==> src/rtl/qpn_pkg.sv <==
// Shared constants and types for the quaternion product normalizer.
package qpn_pkg;

  localparam int FRAC_BITS = 14;
  localparam int NORM_TOP  = 29;
  localparam int CW   = 34;               // width of one Hamilton product sum
  localparam int AW   = CW - 1;           // magnitude of a product sum
  localparam int SHW  = 6;                // top-bit index of an AW-bit word
  localparam int NAW  = NORM_TOP + 1;     // normalized magnitude width
  localparam int SW   = 2 * NAW + 2;      // sum of four squares
  localparam int RTW  = SW / 2;           // integer square root width
  localparam int RMW  = RTW + 4;          // square root remainder width
  localparam int MW   = RTW + 1;          // rounded magnitude width
  localparam int QW   = FRAC_BITS + 1;    // quotient width
  localparam int NW   = NAW + QW;         // dividend width
  localparam int DRW  = MW + 1;           // divider remainder width
  localparam int QDEPTH = 4;
  localparam int QAW    = $clog2(QDEPTH);
  localparam logic [15:0] OUT_MAX = 16'd32767;
  localparam int RMAX = (FRAC_BITS > 14) ? 32767 : (2 ** FRAC_BITS);

  typedef logic [NAW-1:0] norm_t;

  typedef struct packed {
    norm_t [3:0]   a;
    logic  [3:0]   neg;
    logic          zero;
    logic [SW-1:0] s;
  } qpn_item_t;

  typedef struct packed {
    logic full;
    logic empty;
  } qpn_q_stat_t;

endpackage

==> src/rtl/qpn_fifo.sv <==
// Short queue between the front and back pipelines.
module qpn_fifo (
  input  logic                 clk,
  input  logic                 rst_n,
  input  logic                 push,
  input  qpn_pkg::qpn_item_t   wr_item,
  input  logic                 pop,
  output qpn_pkg::qpn_item_t   rd_item,
  output qpn_pkg::qpn_q_stat_t stat
);
  import qpn_pkg::*;

  qpn_item_t      mem_r [0:QDEPTH-1];
  logic [QAW-1:0] wp_r, rp_r;
  logic [QAW:0]   cnt_r;

  assign stat.full  = (cnt_r == (QAW+1)'(QDEPTH));
  assign stat.empty = (cnt_r == '0);
  assign rd_item    = mem_r[rp_r];

  always_ff @(posedge clk) begin
    if (!rst_n) begin
      wp_r  <= '0;
      rp_r  <= '0;
      cnt_r <= '0;
    end else begin
      if (push) wp_r <= wp_r + 1'b1;
      if (pop)  rp_r <= rp_r + 1'b1;
      if (push && !pop) cnt_r <= cnt_r + 1'b1;
      else if (pop && !push) cnt_r <= cnt_r - 1'b1;
    end
  end

  always_ff @(posedge clk) begin
    if (push) mem_r[wp_r] <= wr_item;
  end

endmodule

==> config.mk <==
export PLATFORM = sky130hd
export DESIGN_NAME = qpn_fifo
export DESIGN_NICKNAME = d
export VERILOG_FILES = /design/src/rtl/qpn_pkg.sv /design/src/rtl/qpn_fifo.sv
export SDC_FILE = /design/constraint.sdc
export NUM_CORES = 1
export LEC_CHECK = 0
export BUFFER_PORTS_ARGS = -buffer_cell sky130_fd_sc_hd__buf_2
export CORE_ASPECT_RATIO = 0.8
export CORE_MARGIN = 1.5
export CORE_UTILIZATION = 50
export CTS_CLUSTER_DIAMETER = 200
export DETAILED_ROUTE_END_ITERATION = 10
export PLACE_DENSITY = 0.74
export SLEW_MARGIN = 20
export SYNTH_ARGS = -nofsm -noshare
export SYNTH_HDL_FRONTEND = slang
export SYNTH_SLANG_ARGS = --single-unit
export TNS_END_PERCENT = 20
==> constraint.sdc <==
create_clock -name clk -period 5 [get_ports clk]
set_input_delay 0.5 -clock clk [delete_from_list [all_inputs] [get_ports clk]]
set_output_delay 0.5 -clock clk [all_outputs]
set_load 0.03 [all_outputs]
==> results.toml <==
[status]
outcome = "complete, no violations"

[grt]
grt_max_degree = 114
first_global_vias = 12836
grt_pass1_wl_um = 76900
grt_overflow = 0
antenna_found_initial = 17
grt_usage = 0.183

[logic_synthesis]
synth_ff_type = "edfxtp_1"
synth_most_common_cell = "edfxtp_1"
ys_warn_count = 0
ys_seq_elements = 757
synthesis.nets = 1217
ys_seq_area_frac = 0.826
ys_top_cells_by_count = "748 x edfxtp_1, 187 x mux4_2, 20 x buf_2"
synthTopCellsByArea = "edfxtp_1 82%, mux4_2 15%, dfxtp_1 0.66%"
ys_types = 20
yosys.area.top_type_share = 0.819
synth_area_mm2 = 0.0274
async_reset_ff_frac = 0
synthesis.instances = 1020
synth_edf_count = 748
yosys.area.top_type = "edfxtp_1"
avgSynthCellArea_um2 = 26.9

[placement]
post-place-cells = 2076
placed_cell_area_mm2 = 0.0302
dp.final_hpwl_um = 30600
io_buffers = 379
routabilityCongestion = 0.720

[layout]
multi_input_area_mm2 = 0.00447
drive_gt1_frac = 0.459
fillers = 3740
regArea_mm2 = 0.0226
fin_area_mm2 = 0.0325
nets = 1644
final_cells = 2206
area_growth_pct = 18.4
utilization = 0.601

[detailed_routing]
first_pass_iters = 7
drc = 0
vias = 12296
ant_nets = 0
wl_um = 51700
wl_per_cell_um = 23.4
vias_per_cell = 5.57
dr.first_iter.drc_count = 1014

[worst_setup_path]
path_cells = "buf_4 > mux4_2 > buf_2"
cp.arrival_ns = 2.80
crit_fanout = 39
path_delay_family = "flip-flops"
cp-end-kind = "output pin"
start_kind = "register"
cp.buffers_inverters = 2
max_stage_delay_ns = 0.88
required_ns = 4.50
crit_type = "register to output pin"
cp_slowest_cell = "dfxtp_4"

[floorplan]
start_util = 0.508
die_x_um = 265
row_count = 76
core_mm2 = 0.0540
io_pins = 380
dieArea_mm2 = 0.0563
die_h_um = 212

[cts]
cts.clk_slew.worst_paths_ns = 0.06
cts.sinks = 757
clock-root-buffer = "clkbuf_16"
postCtsSetupRepairBufs = 0
cts_tree = "done"
clock_latency_ns = 0.60
cts_buffers = 71
hold_buffers = 0
cts.path.max_buffers = 3
htree_levels = 3
cts_resized = 0

[sta]
setup_viol = 0
max_freq_ghz = 0.303
finalClockSkew_ns = 0.0181
finalCriticalPeriod_ns = 3.30
fin_setup_tns_ns = 0
hold_viol = 0
worst_pin_slew_ns = 0.856
maxSlewHeadroom = 0.429
slew_viol_final = 0
rsz0062_at_grt = "no"
min_period_over_period = 0.661

[pwr]
p_int_mw = 10.9
power_density_mw_per_mm2 = 440
p_total_mw = 14.3
irDropWorstVdd_mv = 0.451
swShare = 0.236
clkPwrFrac = 0.367
p_leak_nw = 10.8
seqPwrFrac = 0.517
switching_power_mw = 3.37
combinationalPowerShare = 0.117

[min_path]
hp-class = "input pin to register"

[flow_run]
drv_cap = 0
==> sequential cells by signal (all words and copies together) (netlist names), named ones only <==
name	flops
wp_r	2
rp_r	2
cnt_r	3
mem_r	748
==> cell families (layout without fill, tap and decap cells) <==
group / Yosys count / after routing / share of synthesized area
adders and majority gates: 6 / 6 / 0.00301
xor gates and xnor gates: 5 / 5 / 0.00160
buffers and inverters: 46 / 520 / 0.0116
and+or+nand+nor: 15 / 15 / 0.00333
AOI/OAI and AO/OA: 2 / 2 / 0.000456
DFF: 757 / 757 / 0.826
other: 0 / 10 / 0
muxes: 189 / 189 / 0.154
==> routing by layer <==
metal  share of wire  GRT usage  up-vias  routed length (µm)
met5          0.0021          0        -                 109
met1            0.40      0.245     6459               20800
met3           0.092     0.0628       83                4750
met4           0.020     0.0538       16                1020
met2            0.48      0.288      447               25000
li1                -          -     5291                   -
==> layout make-up <==
class / count / area share
Antenna cell: 10 / 0.000770
Multi-Input combinational cell: 217 / 0.138
Clock inverter: 29 / 0.0102
Inverter: 4 / 0.000462
Timing Repair Buffer: 396 / 0.0666
Tap cell: 702 / 0.0270
Sequential cell: 757 / 0.697
Clock buffer: 91 / 0.0599
==> worst paths after layout <==
kind,from,to,slack [ns],depth (start not counted)
setup / recovery,register,rd_item[178],1.70,3
hold / removal,wr_item[34],mem_r[1][34],0.10,1
setup reg to reg,wp_r[0],mem_r[0][12],2.71,4
hold reg to reg,cnt_r[2],cnt_r[2],0.52,2
==> stage by stage <==
step,worst slack [ns],hold WS [ns]
after floorplan,-0.368,0.472
after global placement,2.21,0.491
after detailed placement,2.24,0.513
after CTS,1.57,0.0562
after global routing,1.46,0.0738
final,1.70,0.105
==> worst reg2reg max path: cells and delay by family (launching register included) <==
family                     cells  cell delay (ns)
adders and majority gates      1             0.15
DFF                            1             0.35
and+or+nand+nor                1             0.68
buffers and inverters          2             0.73
==> power groups by stage <==
stage          Combinational [mW]  Sequential, mW  Clock (mW)
5_1_grt                      1.76            7.40        5.58
3_3_place_gp                 1.67            7.50           0
3_5_place_dp                 1.69            7.52           0
2_1_floorplan                1.17            7.51           0
6_report                     1.67            7.38        5.23
4_1_cts                      1.70            7.38        5.37
==> cells in the final DEF (no fill, tap or decap), drive strengths merged <==
| master | n |
|---|---|
| xor2 | 3 |
| ha | 5 |
| clkinv | 20 |
| clkbuf | 91 |
| nor3 | 1 |
| clkinvlp | 1 |
| xnor2 | 2 |
| bufinv | 5 |
| and2 | 9 |
| a21boi | 1 |
| mux4 | 187 |
| nor2b | 2 |
| mux2i | 2 |
| fa | 1 |
| o21ai | 1 |
| edfxtp | 748 |
| or3 | 1 |
| inv | 7 |
| diode | 10 |
| dfxtp | 9 |
| nand2 | 1 |
| buf | 396 |
| nor3b | 1 |
Note: power is estimated with default switching activity, not from simulation.
